<file path="config.mk">
export PLATFORM = sky130hd
export DESIGN_NAME = msrb_ring_mem
export DESIGN_NICKNAME = d
export VERILOG_FILES = /design/src/rtl/msrb_pkg.sv /design/src/rtl/msrb_ring_mem.sv
export SDC_FILE = /design/constraint.sdc
export NUM_CORES = 2
export LEC_CHECK = 0
export BUFFER_PORTS_ARGS = -buffer_cell sky130_fd_sc_hd__clkbuf_2
export CORE_MARGIN = 8
export CORE_UTILIZATION = 50
export CTS_CLUSTER_DIAMETER = 40
export DETAILED_ROUTE_END_ITERATION = 10
export PLACE_DENSITY = 0.65
export SLEW_MARGIN = 20
export SYNTH_ARGS = -nofsm -noshare
export SYNTH_HDL_FRONTEND = slang
export SYNTH_SLANG_ARGS = --single-unit
</file>
<file path="constraint.sdc">
create_clock -name clk_i -period 4.4 [get_ports clk_i]
set_input_delay 0 -clock clk_i [delete_from_list [all_inputs] [get_ports clk_i]]
set_output_delay 0 -clock clk_i [all_outputs]
set_load 0.01 [all_outputs]
</file>
<file path="src/rtl/msrb_pkg.sv">
// ----------------------------------------------------------------------------
// msrb_pkg
// Shared types and constants for the multi-port serial ring buffers.
// ----------------------------------------------------------------------------
package msrb_pkg;

  localparam int PORTS_DEF    = 4;
  localparam int RX_DEPTH_DEF = 64;
  localparam int TX_DEPTH_DEF = 128;

  localparam int OP_W   = 3;
  localparam int PORT_W = 2;
  localparam int BYTE_W = 8;
  localparam int RXC_W  = 6;
  localparam int TXC_W  = 7;

  typedef enum logic [OP_W-1:0] {
    OP_RX_STORE = 3'd0,
    OP_RX_READ  = 3'd1,
    OP_RX_PEEK  = 3'd2,
    OP_TX_WRITE = 3'd3,
    OP_TX_SEND  = 3'd4
  } op_e;

  // Where the result byte comes from once the memory read has returned.
  typedef enum logic [1:0] {
    BSRC_ZERO = 2'd0,
    BSRC_RX   = 2'd1,
    BSRC_TX   = 2'd2
  } bsrc_e;

  typedef struct packed {
    logic we;
    logic re;
  } ring_ctl_t;

  typedef struct packed {
    bsrc_e              src;
    logic               advanced;
    logic               tx_drained;
    logic [RXC_W-1:0]   rx_count;
    logic [TXC_W-1:0]   tx_count;
  } meta_t;

endpackage

</file>
<file path="src/rtl/msrb_ring_mem.sv">
// ----------------------------------------------------------------------------
// msrb_ring_mem
// Byte store for one ring per port, one write and one registered read port.
// ----------------------------------------------------------------------------
module msrb_ring_mem import msrb_pkg::*; #(
  parameter int PORTS = PORTS_DEF,
  parameter int DEPTH = RX_DEPTH_DEF
) (
  input  logic                                         clk_i,
  input  ring_ctl_t                                    ctl_i,
  input  logic [((PORTS > 1) ? $clog2(PORTS) : 1)-1:0] port_i,
  input  logic [$clog2(DEPTH)-1:0]                     waddr_i,
  input  logic [BYTE_W-1:0]                            wdata_i,
  input  logic [$clog2(DEPTH)-1:0]                     raddr_i,
  output logic [BYTE_W-1:0]                            rdata_o
);

  logic [BYTE_W-1:0] mem_q [PORTS][DEPTH];
  logic [BYTE_W-1:0] rdata_q;

  always_ff @(posedge clk_i) begin
    if (ctl_i.we) begin
      mem_q[port_i][waddr_i] <= wdata_i;
    end
    if (ctl_i.re) begin
      rdata_q <= mem_q[port_i][raddr_i];
    end
  end

  assign rdata_o = rdata_q;

endmodule

</file>
==> results.ini <==
[outcome]
outcome = finished clean

[floorplan]
ios = 33
rows = 146
start_util_pct = 50.3
fp.coreArea_um2 = 158000
die_area_um2 = 172000
fp.dieW_um = 415
die-height_um = 415

[clock_network]
htree_num_levels = 4
clock_sinks = 2056
cts_root_buffer = clkbuf_16
clk_pin_slew_ns = 0.07
clk_latency_ns = 0.84
cts_buffers = 235
cts_resized = 0
clock_path_buffers = 3
post_cts_buffers = 0
cts_tree = done

[setup_path]
reg2reg_from = mem_q[2][139]
worstPathArrival_ns = 3.85
rr_endpoint = rdata_o[3]
r2r_slack_ns = 1.13
path_class = register to register
ff2ff_path_depth = 7
cp_max_fo = 1
worst_setup_path_end_kind = register
critPathLaunchType = register
critPathRequiredTime_ns = 4.98

[sta]
slew_headroom_pct = 17.1
period_share_pct = 74.3
holdWs_ns = 0.0628
rsz0062_at_grt = no
fin_crit_ns = 3.27
setup_ws_ns = 1.13
finalSetupViolCount = 0
fin_worst_skew_ns = 0.0265
clock.fmax_ghz = 0.306
worstMarginPinSlew_ns = 1.21
finalSetupTns_ns = 0
final-hold-violation-count = 0
slew_viol_final = 0

[layout]
drive_above_1_share_pct = 27.6
final_cell_count_no_fill = 6131
stdcell_area_um2 = 91000
final_util_pct = 57.5
layout.nets = 3875
syn2layout_area_growth_pct = 14.3
fill_cells = 11267

[placed_design]
dp_cells = 5669
post-place-ws_ns = 0.413
placed_area_um2 = 82900
finalWeightedCongestion = 0.860
io_buffers = 32
detailed_place_hpwl_um = 124000

[hold_path]
hp-class = primary input to register
worstHoldPathCells = 3
holdPathEnd = rdata_o[2]
hp-start = raddr_i[2]

[yosys]
mappedNetlistNets = 3665
yosysUniqueCellTypes = 52
synth_area_leaders = edfxtp_1, mux4_2, nor2_1
synth_top_area_cell = edfxtp_1
synth_top_area_share_pct = 77.5
postSynthAreaPerCell_um2 = 21.9
netlist_top_cells_count = edfxtp_1, mux4_2, nor2_1
synth_most_common_cell = edfxtp_1
syn_inst = 3640
ys_seq_elements = 2056
async_reset_ff_share_pct = 0
synth_edf_count = 2056
yosys_warnings = 0
synthFlopType = edfxtp_1
syn_area_um2 = 79700
ys_seq_area_share_pct = 77.5

[global_routing]
gr-usage-all-layers_pct = 23.4
grt_max_degree = 154
grt_pass1_vias = 39365
grt-ovfl-total = 0
antenna_found_initial = 10
grt_pass1_wl_um = 293000

[pwr]
intPower_mw = 33.8
seqPwrFrac_pct = 49.8
switchingPower_mw = 9.59
p_total_mw = 43.4
power.leakage_nw = 28.4
p_per_area_nw_per_um2 = 477
p_comb_share_pct = 4.9
power.share.switching_pct = 22.1
vdd_ir_drop_max_uv = 384
clockPowerShare_pct = 45.2

[drt]
wl_um = 205000
drc = 0
wl_per_cell_um = 33.4
num_vias = 39378
drt_iter0_drc = 5207
avgViaCountPerCell = 6.42
ant_nets = 0
dr.pass1.iters = 6

[flow_run]
cap_viol_max_count = 0

worst max-delay path by stage:
stage                        startpoint    endpoint  slack (ns)  cells after the start
after CTS                 mem_q[1][139]  rdata_o[3]        1.28                      7
after floorplan               port_i[1]  rdata_o[1]        1.72                     11
after detailed placement      port_i[0]  rdata_o[3]        0.41                     10
final                     mem_q[2][139]  rdata_o[3]        1.13                      7
after global placement        port_i[0]  rdata_o[3]        0.44                     10
after global routing          port_i[0]  rdata_o[3]        1.13                     10
cells in the final DEF, fill, tap and decap left out, types with 7 or more instances in the layout:
cell type,netlist,routed
a22oi_1,62,62
o211ai_1,8,8
clkbuf_16,0,239
nor2_1,292,289
nand2b_1,13,11
nand3_1,28,28
nor2b_1,14,10
o21ai_0,21,21
clkinvlp_4,0,28
inv_6,0,21
clkbuf_1,102,21
or4_1,8,8
edfxtp_1,2056,2056
buf_12,0,33
buf_4,25,100
clkinv_4,0,10
clkbuf_8,0,9
mux2_2,9,9
mux4_2,545,545
nand2_1,126,125
clkinv_1,0,36
bufinv_16,0,24
nor3_1,13,11
clkbuf_2,0,19
or3_1,7,7
clkinv_8,0,8
inv_8,0,12
diode_2,0,8
o22ai_1,26,26
dlygate4sd3_1,0,16
a21oi_1,41,41
o221ai_1,14,14
mux2i_1,70,70
clkinv_2,0,35
state kept, by name, indices dropped and copies added (netlist names):
signal and count:
rdata_o 8, mem_q 2048
power groups by stage:
stage          clock network (mW)  logic (mW)  registers [mW]
2_1_floorplan                   0        1.05            22.0
5_1_grt                      20.6        2.21            21.6
3_3_place_gp                    0        2.09            22.0
4_1_cts                      19.8        2.13            21.6
6_report                     19.6        2.13            21.6
3_5_place_dp                    0        2.11            22.0
critical path: stages, from the launching register on:
cell and delay, ns:
edfxtp_1 0.37, mux4_2 0.47, mux2i_1 0.13, o21ai_0 0.15, a2111oi_0 1.07, buf_4 0.25, o31ai_1 0.15, or4_1 0.43
layer usage:
metal  vias up  track usage (%)  part of all wire (%)
met5         -                0                 0.027
met4         8             7.82                   3.5
met3       382             5.03                   9.7
met2      2176             36.3                    47
met1     21016             33.6                    40
li1      15796                -                     -
cells by family (layout without fill, tap and decap cells):
| logic type | after synthesis | in the layout | share of synthesized area [%] |
|---|---|---|---|
| flip-flops | 2056 | 2056 | 77.5 |
| multiplexers | 624 | 624 | 16.4 |
| AND/OR/NAND/NOR | 535 | 535 | 2.88 |
| AO/OA/AOI/OAI | 215 | 215 | 1.85 |
| buffers and inverters | 210 | 621 | 1.34 |
| other | 0 | 8 | 0 |
final cells by class:
class	instances	area [um^2]	share of cell area, %
diodes	8	20.0	0.0220
clock buffers	260	6060	6.66
clock inverters	178	1860	2.04
inverters	4	17.5	0.0192
multi-input cells	1374	16900	18.6
flip-flops and latches	2056	61700	67.8
well taps	2072	2590	2.85
repair buffers	179	1820	2.00
repair_timing:
item / in CTS / in global routing
hold endpoints to repair: 945 / 0
hold buffers: 16 / 0
setup endpoints to repair: 0 / 0
Power figures use the tool's default switching activity.
