<file path="src/rtl/msrb_pkg.sv">
// ----------------------------------------------------------------------------
// msrb_pkg
// Shared types and constants for the multi-port serial ring buffers.
// ----------------------------------------------------------------------------
package msrb_pkg;

  localparam int PORTS_DEF    = 4;
  localparam int RX_DEPTH_DEF = 64;
  localparam int TX_DEPTH_DEF = 128;

  localparam int OP_W   = 3;
  localparam int PORT_W = 2;
  localparam int BYTE_W = 8;
  localparam int RXC_W  = 6;
  localparam int TXC_W  = 7;

  typedef enum logic [OP_W-1:0] {
    OP_RX_STORE = 3'd0,
    OP_RX_READ  = 3'd1,
    OP_RX_PEEK  = 3'd2,
    OP_TX_WRITE = 3'd3,
    OP_TX_SEND  = 3'd4
  } op_e;

  // Where the result byte comes from once the memory read has returned.
  typedef enum logic [1:0] {
    BSRC_ZERO = 2'd0,
    BSRC_RX   = 2'd1,
    BSRC_TX   = 2'd2
  } bsrc_e;

  typedef struct packed {
    logic we;
    logic re;
  } ring_ctl_t;

  typedef struct packed {
    bsrc_e              src;
    logic               advanced;
    logic               tx_drained;
    logic [RXC_W-1:0]   rx_count;
    logic [TXC_W-1:0]   tx_count;
  } meta_t;

endpackage

</file>
<file path="src/rtl/msrb_ctrl.sv">
// ----------------------------------------------------------------------------
// msrb_ctrl
// Head and tail pointers per port, operation decode and fill counts.
// ----------------------------------------------------------------------------
module msrb_ctrl import msrb_pkg::*; #(
  parameter int PORTS    = PORTS_DEF,
  parameter int RX_DEPTH = RX_DEPTH_DEF,
  parameter int TX_DEPTH = TX_DEPTH_DEF
) (
  input  logic                                         clk_i,
  input  logic                                         rst_ni,
  input  logic                                         accept_i,
  input  logic [OP_W-1:0]                              op_i,
  input  logic [PORT_W-1:0]                            port_i,
  output logic [((PORTS > 1) ? $clog2(PORTS) : 1)-1:0] port_idx_o,
  output ring_ctl_t                                    rx_ctl_o,
  output logic [$clog2(RX_DEPTH)-1:0]                  rx_waddr_o,
  output logic [$clog2(RX_DEPTH)-1:0]                  rx_raddr_o,
  output ring_ctl_t                                    tx_ctl_o,
  output logic [$clog2(TX_DEPTH)-1:0]                  tx_waddr_o,
  output logic [$clog2(TX_DEPTH)-1:0]                  tx_raddr_o,
  output meta_t                                        meta_o
);

  localparam int PIW = (PORTS > 1) ? $clog2(PORTS) : 1;
  localparam int RPW = $clog2(RX_DEPTH);
  localparam int TPW = $clog2(TX_DEPTH);
  localparam logic [RPW-1:0] RX_LAST = RPW'(RX_DEPTH - 1);
  localparam logic [TPW-1:0] TX_LAST = TPW'(TX_DEPTH - 1);
  localparam logic [RPW-1:0] RX_SPAN = RPW'(RX_DEPTH);
  localparam logic [TPW-1:0] TX_SPAN = TPW'(TX_DEPTH);

  logic [RPW-1:0] rx_head_q [PORTS];
  logic [RPW-1:0] rx_tail_q [PORTS];
  logic [TPW-1:0] tx_head_q [PORTS];
  logic [TPW-1:0] tx_tail_q [PORTS];
  // Set once the receive head has wrapped: every entry of the ring has then been written.
  logic           rx_wrap_q [PORTS];

  logic [PIW-1:0] pi;
  logic           port_ok;
  logic [RPW-1:0] rh, rt, rh_nx, rt_nx, rh_d, rt_d, rx_diff;
  logic [TPW-1:0] th, tt, th_nx, tt_nx, th_d, tt_d, tx_diff;
  logic           wrap, wrap_d;
  ring_ctl_t      rx_ctl, tx_ctl;
  bsrc_e          src;
  logic           adv;

  assign pi      = PIW'(port_i);
  assign port_ok = 32'(port_i) < 32'(PORTS);

  assign rh   = rx_head_q[pi];
  assign rt   = rx_tail_q[pi];
  assign th   = tx_head_q[pi];
  assign tt   = tx_tail_q[pi];
  assign wrap = rx_wrap_q[pi];

  assign rh_nx = (rh == RX_LAST) ? '0 : rh + RPW'(1);
  assign rt_nx = (rt == RX_LAST) ? '0 : rt + RPW'(1);
  assign th_nx = (th == TX_LAST) ? '0 : th + TPW'(1);
  assign tt_nx = (tt == TX_LAST) ? '0 : tt + TPW'(1);

  always_comb begin
    rx_ctl = '0;
    tx_ctl = '0;
    rh_d   = rh;
    rt_d   = rt;
    th_d   = th;
    tt_d   = tt;
    wrap_d = wrap;
    src    = BSRC_ZERO;
    adv    = 1'b0;
    rx_raddr_o = rt;
    tx_raddr_o = tt_nx;
    if (port_ok) begin
      case (op_e'(op_i))
        OP_RX_STORE: begin
          rx_ctl.we = 1'b1;
          rh_d      = rh_nx;
          if (rh == RX_LAST) begin
            wrap_d = 1'b1;
          end
        end
        OP_RX_READ: begin
          rx_ctl.re = 1'b1;
          src = (!wrap && rt >= rh) ? BSRC_ZERO : BSRC_RX;
          if (rh != rt) begin
            rt_d = rt_nx;
            adv  = 1'b1;
          end
        end
        OP_RX_PEEK: begin
          if (rh != rt) begin
            rx_ctl.re = 1'b1;
            src       = BSRC_RX;
          end
        end
        OP_TX_WRITE: begin
          tx_ctl.we = 1'b1;
          th_d      = th_nx;
        end
        OP_TX_SEND: begin
          if (th != tt) begin
            tx_ctl.re = 1'b1;
            tt_d      = tt_nx;
            src       = BSRC_TX;
            adv       = 1'b1;
          end
        end
        default: begin
        end
      endcase
    end
  end

  assign rx_diff = (rh_d >= rt_d) ? rh_d - rt_d : rh_d - rt_d + RX_SPAN;
  assign tx_diff = (th_d >= tt_d) ? th_d - tt_d : th_d - tt_d + TX_SPAN;

  always_comb begin
    meta_o = '0;
    if (port_ok) begin
      meta_o.src        = src;
      meta_o.advanced   = adv;
      meta_o.tx_drained = (th_d == tt_d);
      meta_o.rx_count   = RXC_W'(rx_diff);
      meta_o.tx_count   = TXC_W'(tx_diff);
    end
  end

  assign port_idx_o = pi;
  assign rx_waddr_o = rh;
  assign tx_waddr_o = th_nx;
  assign rx_ctl_o   = accept_i ? rx_ctl : '0;
  assign tx_ctl_o   = accept_i ? tx_ctl : '0;

  always_ff @(posedge clk_i or negedge rst_ni) begin
    if (!rst_ni) begin
      for (int i = 0; i < PORTS; i++) begin
        rx_head_q[i] <= '0;
        rx_tail_q[i] <= '0;
        tx_head_q[i] <= '0;
        tx_tail_q[i] <= '0;
        rx_wrap_q[i] <= 1'b0;
      end
    end else if (accept_i && port_ok) begin
      rx_head_q[pi] <= rh_d;
      rx_tail_q[pi] <= rt_d;
      tx_head_q[pi] <= th_d;
      tx_tail_q[pi] <= tt_d;
      rx_wrap_q[pi] <= wrap_d;
    end
  end

endmodule

</file>
<file path="config.mk">
export PLATFORM = sky130hd
export DESIGN_NAME = msrb_ctrl
export DESIGN_NICKNAME = d
export VERILOG_FILES = /design/src/rtl/msrb_pkg.sv /design/src/rtl/msrb_ctrl.sv
export SDC_FILE = /design/constraint.sdc
export NUM_CORES = 1
export LEC_CHECK = 0
export BUFFER_PORTS_ARGS = -buffer_cell sky130_fd_sc_hd__buf_4
export CAP_MARGIN = 20
export CORE_UTILIZATION = 25
export CTS_BUF_LIST = sky130_fd_sc_hd__clkbuf_8
export DETAILED_ROUTE_END_ITERATION = 10
export PLACE_DENSITY = 0.49
export SETUP_SLACK_MARGIN = 0.02
export SYNTH_ARGS = -nofsm -noshare
export SYNTH_HDL_FRONTEND = slang
export SYNTH_SLANG_ARGS = --single-unit
</file>
<file path="constraint.sdc">
create_clock -name clk_i -period 6.4 [get_ports clk_i]
set_input_delay 0.96 -clock clk_i [delete_from_list [all_inputs] [get_ports clk_i]]
set_output_delay 0.96 -clock clk_i [all_outputs]
set_load 0.02 [all_outputs]
</file>
==> results_dict.tcl, run 1 <==
set metrics [dict create \
    finalSetupViolations 0 \
    switching_share_pct 37.70 \
    gp_congestion 0.7755 \
    wl_mm 15.54 \
    cts_tree "built" \
    grt_use_met1_pct 18.26 \
    vias 4340 \
    cp_top_family "buffers and inverters" \
    cp-start-kind "input pin" \
    gr-total-overflow 0 \
    nNetsFinal 675 \
    rsz0062_at_grt "false" \
    cp-end-kind "primary output" \
    routedWlPerCell_um 16.04 \
    async_reset_ff_share_pct 100.0 \
    ys_seq_area_share_pct 45.23 \
    rows 56 \
    path_cells "buf_4, mux4_2, xnor2_1, nand4_1, o31ai_4, inv_2, mux2i_1, inv_1, ha_1, inv_1, fa_1, a21oi_1, nor2_1, nor2_1, o21bai_1, a21oi_1, xnor2_1, buf_4" \
    remaining_drc_errors 0 \
    p_seq_share_pct 38.8 \
    p_leak_uw 0.003098 \
    holdCritPathClass "flip-flop to flip-flop" \
    critPathKind "input pin to primary output" \
    grt_pass1_wl_mm 25.27 \
    pin_count 57 \
    port_buffers 56 \
    layout-drive-gt1-share_pct 18.15 \
    p_sw_uw 760.9 \
    syn_avg_cell_area_um2 9.926 \
    syn_nets 632 \
    synth.cell_area_um2 5976 \
    cp_max_fo 34 \
    core_area_um2 23470 \
    maxCapViolations 0 \
    cts_hold_repair.buffers 0 \
    slew_violations 0 \
    postCtsSetupBuffers 0 \
    critical-path-slowest-cell "mux4_2" \
    dr.pass1.iters 4 \
    clockRootBuffer "clkbuf_8" \
    met2_usage_pct 22.30 \
    power_uw 2018 \
    synth_top_area_share_pct 45.23 \
    grt_pass1_vias 4431 \
    internal_power_uw 1257 \
    clkTransAtPathRegs_ns 0.09 \
    fin_setup_tns_ns 0 \
    synth_commonest_cells "nand2_1 (129), o21ai_0 (114), dfrtp_1 (108)" \
    synth_ff_type "dfrtp_1" \
    required_ns 5.44 \
    comb_power_share_pct 41.4 \
    gr-usage-met3_pct 2.215 \
    cts_inserted_buffers 9 \
    clk_latency_ns 0.39 \
    drt-initial-drc-count 222 \
    die_y_um 156.6 \
    status "completed" \
    area_growth_pct 15.43 \
    antenna_cells 0 \
    fmax_mhz 169.5 \
    setup_slack_ns 0.5020 \
    synth_edf_count 0 \
    yosys_warnings 0 \
    finalWorstPathRequiredPeriod_ns 5.898 \
    fin_skew_ns 0.01750 \
    die_area_um2 24530 \
    hold_ws_ns 0.4829 \
    relSlewSlack_pct 35.38 \
    htree_levels 3 \
    cts_buffer_depth 2 \
    grt_busiest_layer "met2" \
    die_x_um 156.6 \
    ys_ff_latch 108 \
    yosys-top-cells-area "dfrtp_1 (45%), mux4_2 (9.8%), o21ai_0 (9.5%)" \
    initial_utilization_pct 25.46 \
    grt_max_degree 67 \
    hold_violations 0 \
    irDropWorstVdd_mv 0.1397 \
    cp.buffers_inverters 5 \
    cts_resized 0 \
    dpl.hpwl_mm 11.07 \
    yosysTopAreaCell "dfrtp_1" \
    p_per_area_nw_per_um2 292.6 \
    crit_path_max_incr_delay_ns 0.71 \
    p_clk_share_pct 19.8 \
    preCtsSetupSlack_ns 0.4791 \
    worst_pin_slew_ns 0.9694 \
    arrival_ns 4.94 \
    via_per_inst 4.479 \
    antenna_found_initial 0 \
    synth_cells 602 \
    grt_usage_pct 13.61 \
    ant_nets 0 \
    finalCritPeriodShare_pct 92.16 \
    synth_cell_types 49 \
    clock-sinks 108 \
    yosysMostFrequentCell "nand2_1" \
]
[metrics by stage]
stage | instance area, um^2 | cells | util, %
2_1_floorplan | 5976 | 602 | -
3_3_place_gp | 6689 | 951 | 28.50
3_5_place_dp | 6709 | 952 | 28.58
4_1_cts | 6887 | 968 | 29.34
5_1_grt | 6898 | 969 | 29.39
6_report | 6898 | 969 | 29.39
[cell families (layout without fill, tap and decap cells)]
| kind of cell | Yosys count | in the layout | synth area share, % |
|---|---|---|---|
| AOI/OAI and AO/OA | 151 | 151 | 14.01 |
| and+or+nand+nor | 186 | 186 | 13.59 |
| DFF | 108 | 108 | 45.23 |
| buffers and inverters | 59 | 107 | 4.460 |
| xor gates and xnor gates | 40 | 40 | 6.114 |
| muxes | 34 | 34 | 11.41 |
| adders and majority gates | 24 | 24 | 5.193 |
[power groups by stage]
| stage | clock (uW) | sequential, uW | combinational (uW) |
|---|---|---|---|
| final | 399 | 783 | 836 |
| after global routing | 439 | 791 | 923 |
| after CTS | 414 | 783 | 851 |
| after floorplan | 0 | 785 | 554 |
| after detailed placement | 0 | 797 | 847 |
| after global placement | 0 | 797 | 844 |
[registers in the layout, summed over array words and instances (netlist names)]
name       cells
tx_head_q     28
tx_tail_q     28
rx_head_q     24
rx_tail_q     24
rx_wrap_q      4
[cell usage in the layout, fill, tap and decap left out, types with 5 or more instances in the layout]
cell type	synthesis	final
o21ai_0	114	114
nor3_1	5	5
inv_1	24	25
nand2_1	129	129
and2_1	7	7
xor2_1	17	17
xnor2_1	21	21
clkbuf_8	0	10
mux4_2	26	26
a21o_1	9	9
a21oi_1	13	13
mux2i_1	7	7
nor2_1	13	13
buf_4	4	64
nand3_1	6	5
dfrtp_1	108	108
and3_1	6	6
ha_1	20	20
[final timing paths]
kind,startpoint,end,slack [ns],depth (start not counted)
max,port_i[0],meta_o[6],0.50,18
min,rx_tail_q[5],rx_tail_q[5],0.48,2
max reg2reg,tx_tail_q[6],tx_tail_q[26],3.67,7
min reg2reg,rx_tail_q[5],rx_tail_q[5],0.48,2
max in group asynchronous,rst_ni,rx_head_q[8],4.59,2
min in group asynchronous,rst_ni,rx_tail_q[20],0.69,1
[cell type report]
| type | instances | area, um^2 |
|---|---|---|
| sequential | 108 | 2703 |
| multi-input combinational | 435 | 3013 |
| inverter | 25 | 93.84 |
| fill | 2477 | 16570 |
| timing repair buffer | 66 | 511.7 |
| clock inverter | 6 | 40.04 |
| tap | 319 | 399.1 |
| clock buffer | 10 | 137.6 |
[metal layers]
| layer | part of all wire [%] | wire, um |
|---|---|---|
| met1 | 48 | 7488 |
| met2 | 47 | 7373 |
| met3 | 2.7 | 426 |
| met4 | 1.6 | 254 |
| met5 | 0 | 0 |
[worst min-delay path, stage by stage, from the launching register on]
cell	delay, ns
dfrtp_1	0.35
nand2_1	0.04
o21ai_0	0.06
No activity file was read; power rests on OpenSTA's default activity.
==> run 2: changes to the inputs <==
- CORE_UTILIZATION: 25 -> 26
- PLACE_DENSITY: 0.49 -> 0.5
==> results_dict.tcl, run 2 (same netlist as run 1, synthesis figures left out) <==
set metrics [dict create \
    drt-initial-drc-count 208 \
    die_area_um2 23590 \
    multiInputGateArea_um2 3012 \
    wl_met3_um 632 \
    cts_buffer_depth 2 \
    fmax_mhz 169.8 \
    arrival_ns 4.93 \
    via_per_inst 4.633 \
    holdCritPathClass "flip-flop to flip-flop" \
    final_cell_mix "nand2_1 (129), o21ai_0 (114), dfrtp_1 (108)" \
    routedWlPerCell_um 16.39 \
    cts_hold_repair.buffers 0 \
    fin_skew_ns 0.01427 \
    dr_wl_met2_mm 7.287 \
    core_area_um2 22570 \
    holdPathStages 2 \
    final_common_cell "nand2_1" \
    path_cells "buf_4, mux4_2, xnor2_1, nand4_1, o31ai_4, inv_2, mux2i_1, inv_1, ha_1, inv_1, fa_1, a21oi_1, nor2_1, nor2_1, o21bai_1, a21oi_1, xnor2_1, buf_4" \
    clock-sinks 108 \
    clkTransAtPathRegs_ns 0.11 \
    dr.pass1.iters 4 \
    area_growth_pct 15.05 \
    cp.buffers_inverters 5 \
    place_area_um2 6660 \
    vias 4332 \
    r2r-start "tx_tail_q[6]" \
    critical-path-slowest-cell "mux4_2" \
    min_from "tx_head_q[13]" \
    p_per_area_nw_per_um2 301.6 \
    cp_top_family "buffers and inverters" \
    maxCapViolations 0 \
    power_uw 2074 \
    hold_end "tx_head_q[13]" \
    dpl.hpwl_mm 10.73 \
    finish.instance_area_um2 6875 \
    cp-start-kind "input pin" \
    nNetsFinal 675 \
    htree_levels 3 \
    cts_tree "built" \
    slew_violations 0 \
    grt_usage_pct 13.71 \
    required_ns 5.44 \
    gr-total-overflow 0 \
    cts_resized 0 \
    rrSetupSlack_ns 3.69 \
    finalSetupViolations 0 \
    clk_latency_ns 0.39 \
    finalWorstPathRequiredPeriod_ns 5.888 \
    remaining_drc_errors 0 \
    reg.largest.list "tx_head_q: 28 flops, tx_tail_q: 28 flops" \
    gp_congestion 0.7941 \
    port_buffers 56 \
    rr_worst_depth 7 \
    grt_max_degree 60 \
    p_leak_uw 0.003101 \
    layout-drive-gt1-share_pct 17.85 \
    grt_pass1_vias 4353 \
    antenna_cells 0 \
    worst_pin_slew_ns 0.9296 \
    irDropWorstVdd_mv 0.08952 \
    cp-end-kind "primary output" \
    die_x_um 153.6 \
    die_y_um 153.6 \
    grt_pass1_wl_mm 24.74 \
    rows 55 \
    status "completed" \
    rsz0062_at_grt "false" \
    critPathKind "input pin to primary output" \
    cp_max_fo 34 \
    relSlewSlack_pct 38.02 \
    fin_setup_tns_ns 0 \
    antenna_found_initial 0 \
    pin_count 57 \
    wl_mm 15.33 \
    postCtsSetupBuffers 0 \
    clockRootBuffer "clkbuf_8" \
    initial_utilization_pct 26.47 \
    rr_endpoint "tx_tail_q[5]" \
    finalCritPeriodShare_pct 92.00 \
    crit_path_max_incr_delay_ns 0.71 \
    fill_cells 2364 \
    maxUsedRoutingLayer "met4" \
    cts_inserted_buffers 9 \
    ff_latch_area_um2 2703 \
    route.layer.met1.wl_mm 7.282 \
    hold_violations 0 \
    ant_nets 0 \
]
run 2: cell count changes in the layout (fill, tap and decap cells not counted), sizes merged:
| cell | before | now |
|---|---|---|
| clkbuf | 10 | 9 |
| clkinv | 4 | 0 |
| inv | 27 | 28 |
| bufinv | 0 | 2 |
| clkinvlp | 0 | 2 |
run 2: report_power, final:
part,internal [uW],switching (uW),leakage [uW]
logic,352,478,0.00150
registers,749,33.0,0.00149
clock network,219,242,0.000108
run 2: final cells by class:
class	count	area share, %
sequential	108	39.31
tap	285	5.187
clock buffer	9	1.802
timing repair buffer	66	7.207
multi-input combinational	435	43.80
clock inverter	7	1.328
inverter	25	1.365
run 2: worst reg2reg max path: stages (launching register included):
cell and delay, ns:
dfrtp_1 0.40, mux4_2 0.59, xnor2_1 0.19, nand4_1 0.15, o31ai_4 0.40, inv_2 0.13
mux2i_1 0.51, o21ai_0 0.19
run 2: layer usage:
| layer | GRT usage [%] | vias to the layer above |
|---|---|---|
| li1 | - | 2159 |
| met1 | 18.50 | 2087 |
| met2 | 22.55 | 76 |
| met3 | 2.847 | 10 |
| met4 | 3.000 | 0 |
| met5 | 0 | - |
run 2: worst max-delay path by stage:
| stage | startpoint | to | slack [ns] | depth (start not counted) |
|---|---|---|---|---|
| floorplan | port_i[0] | meta_o[12] | 0.69 | 14 |
| global placement | port_i[0] | meta_o[6] | 0.50 | 18 |
| detailed placement | port_i[0] | meta_o[6] | 0.47 | 18 |
| CTS | port_i[0] | meta_o[6] | 0.48 | 18 |
| global route | port_i[0] | meta_o[6] | 0.20 | 18 |
| finish | port_i[0] | meta_o[6] | 0.51 | 18 |
run 2: through the flow:
step                hold WS (ns)  utilization, %  instances  worst slack (ns)
floorplan                 0.4416               -        602            0.6939
detailed placement        0.4655           29.51        919            0.4743
global route              0.5096           30.46        935            0.2025
CTS                       0.4892           30.46        935            0.4754
finish                    0.4845           30.46        935            0.5122
global placement          0.4560           29.51        919            0.4993
==> run 3: changes to the inputs <==
- ABC_AREA: unset -> 1
==> results_dict.tcl, run 3 <==
set metrics [dict create \
    status "completed" \
    antenna_found_initial 0 \
    dpl.hpwl_mm 13.39 \
    p_seq_share_pct 34.5 \
    cp_max_fo 31 \
    switching_share_pct 40.59 \
    synthAdderAreaFrac_pct 4.506 \
    syn_avg_cell_area_um2 7.041 \
    critPathKind "input pin to primary output" \
    arrival_ns 4.76 \
    rsz0062_at_grt "false" \
    die_x_um 159.4 \
    gr-usage-met3_pct 1.537 \
    cts_inserted_buffers 9 \
    finalCritPeriodShare_pct 89.37 \
    die_area_um2 25410 \
    synth_compound_area_share_pct 12.25 \
    cts_hold_repair.buffers 0 \
    internal_power_uw 1560 \
    yosysMostFrequentCell "nand2_1" \
    hold_violations 0 \
    comb_power_share_pct 44.2 \
    gp_congestion 0.8265 \
    cp-start-kind "input pin" \
    p_per_area_nw_per_um2 351.5 \
    cts_buffer_depth 2 \
    ant_nets 0 \
    synth_ff_type "dfrtp_1" \
    initial_utilization_pct 26.49 \
    yosys_warnings 0 \
    finalSetupViolations 0 \
    yosys.area_share.simple_pct 31.42 \
    wl_mm 18.88 \
    die_y_um 159.4 \
    final_cell_mix "nand2_1 (357), o21ai_0 (118), dfrtp_1 (108)" \
    nNetsFinal 991 \
    cp-end-kind "primary output" \
    synth_cell_types 33 \
    clock-sinks 108 \
    final_common_cell "nand2_1" \
    grt_usage_pct 15.09 \
    synth_edf_count 0 \
    grt_max_degree 70 \
    vias 5865 \
    core_area_um2 24320 \
    p_clk_share_pct 21.3 \
    clockRootBuffer "clkbuf_8" \
    layout-drive-gt1-share_pct 12.32 \
    holdCritPathClass "flip-flop to flip-flop" \
    yosysTopAreaCell "dfrtp_1" \
    required_ns 5.44 \
    postCtsSetupBuffers 0 \
    irDropWorstVdd_mv 0.1296 \
    area_growth_pct 15.94 \
    gr-total-overflow 0 \
    routedWlPerCell_um 14.63 \
    synth_commonest_cells "nand2_1 (357), o21ai_0 (118), dfrtp_1 (108)" \
    yosys.area_share.xor_xnor_pct 1.631 \
    synth_top_area_share_pct 41.95 \
    async_reset_ff_share_pct 100.0 \
    slew_violations 0 \
    synth_cells 915 \
    power_uw 2626 \
    ys_seq_area_share_pct 41.95 \
    dr.pass1.iters 5 \
    grt_use_met1_pct 19.63 \
    cts_resized 0 \
    htree_levels 3 \
    worst_pin_slew_ns 0.9174 \
    fin_skew_ns 0.01187 \
    maxCapViolations 0 \
    grt_busiest_layer "met2" \
    via_per_inst 4.547 \
    p_sw_uw 1066 \
    drt-initial-drc-count 467 \
    syn_nets 945 \
    cts_tree "built" \
    muxShareOfSynthArea_pct 0 \
    reg.largest.list "tx_head_q: 28 flops, tx_tail_q: 28 flops" \
    relSlewSlack_pct 38.84 \
    yosys-top-cells-area "dfrtp_1 (42%), nand2_1 (21%), o21ai_0 (9.2%)" \
    port_buffers 56 \
    clkTransAtPathRegs_ns 0.11 \
    finalWorstPathRequiredPeriod_ns 5.720 \
    antenna_cells 0 \
    synth.cell_area_um2 6442 \
    p_leak_uw 0.003948 \
    grt_pass1_wl_mm 30.19 \
    fmax_mhz 174.8 \
    ys_ff_latch 108 \
    pin_count 57 \
    met2_usage_pct 25.94 \
    grt_pass1_vias 5485 \
    clk_latency_ns 0.39 \
    fin_setup_tns_ns 0 \
    rows 57 \
    synth_top_family_by_area "simple AND/OR/NAND/NOR gates" \
    remaining_drc_errors 0 \
]
[run 3: cell count changes after synthesis, sizes merged, moves of 4 or more]
cell    before  now
o21bai       4    0
mux4        27    0
nand4        4    9
nand2      129  363
and2         7    1
xor2        17   10
o21ai      115  129
xnor2       23    2
and3         6    0
inv         25   91
mux2i        7    0
a21o         9    0
nand3        6   56
nor2        13   63
[run 3: stage by stage]
step	instances	worst slack, ns	util (%)	hold WS [ns]	area, um^2
after CTS	1290	0.6728	30.71	0.4921	7470
after global routing	1290	0.2595	30.71	0.5162	7470
final	1290	0.6802	30.71	0.4933	7470
after floorplan	915	1.202	-	0.4490	6442
after global placement	1274	0.6969	29.60	0.4649	7199
after detailed placement	1274	0.6867	29.60	0.4651	7199
[run 3: power groups by stage]
stage	logic (uW)	registers, uW	clock network [uW]
6_report	1160	905	558
5_1_grt	1300	922	597
4_1_cts	1180	905	572
3_5_place_dp	1180	916	0
3_3_place_gp	1170	917	0
2_1_floorplan	779	897	0
[run 3: path summary, 6_finish.rpt]
kind | from | endpoint | slack, ns | depth (start not counted)
max reg2reg | rx_tail_q[17] | rx_tail_q[22] | 3.56 | 15
max in group asynchronous | rst_ni | rx_tail_q[22] | 4.66 | 2
min reg2reg | rx_tail_q[0] | rx_tail_q[0] | 0.49 | 2
max | port_i[0] | meta_o[6] | 0.68 | 28
min | rx_tail_q[0] | rx_tail_q[0] | 0.49 | 2
min in group asynchronous | rst_ni | rx_tail_q[12] | 0.67 | 1
[run 3: area by class of cell]
type / instances / area (um^2)
clock buffer: 9 / 123.9
clock inverter: 7 / 146.4
fill: 2671 / 16850
inverter: 91 / 341.6
multi-input combinational: 679 / 3209
sequential: 108 / 2703
tap: 324 / 405.4
timing repair buffer: 72 / 540.5
[run 3: kinds of logic (layout without fill, tap and decap cells)]
kind of cell               count (synthesis)  in the layout
xor gates and xnor gates                  12             12
DFF                                      108            108
AOI/OAI and AO/OA                        148            148
adders and majority gates                 22             22
and+or+nand+nor                          497            497
buffers and inverters                    128            179
[run 3: metal layers]
metal | vias up | wire, um
met5 | - | 0
met4 | 0 | 363
met3 | 19 | 443
met2 | 98 | 9148
met1 | 2756 | 8921
li1 | 2992 | -
[run 3: critical path: stages]
cell	delay, ns
buf_4	0.34
inv_2	0.07
nor2_2	0.43
buf_4	0.25
nand2_1	0.05
nand2_1	0.05
nor2_1	0.12
inv_1	0.17
nand2_1	0.07
nand2_1	0.07
nand2_1	0.05
nor2_1	0.14
nand2_2	0.09
nand2_4	0.20
o21ai_2	0.12
inv_1	0.08
ha_1	0.13
inv_1	0.06
fa_1	0.41
nand3_1	0.09
nand2_1	0.09
a21oi_1	0.14
inv_1	0.05
a21oi_1	0.17
inv_1	0.06
nand3_1	0.07
nand2_1	0.05
buf_4	0.15
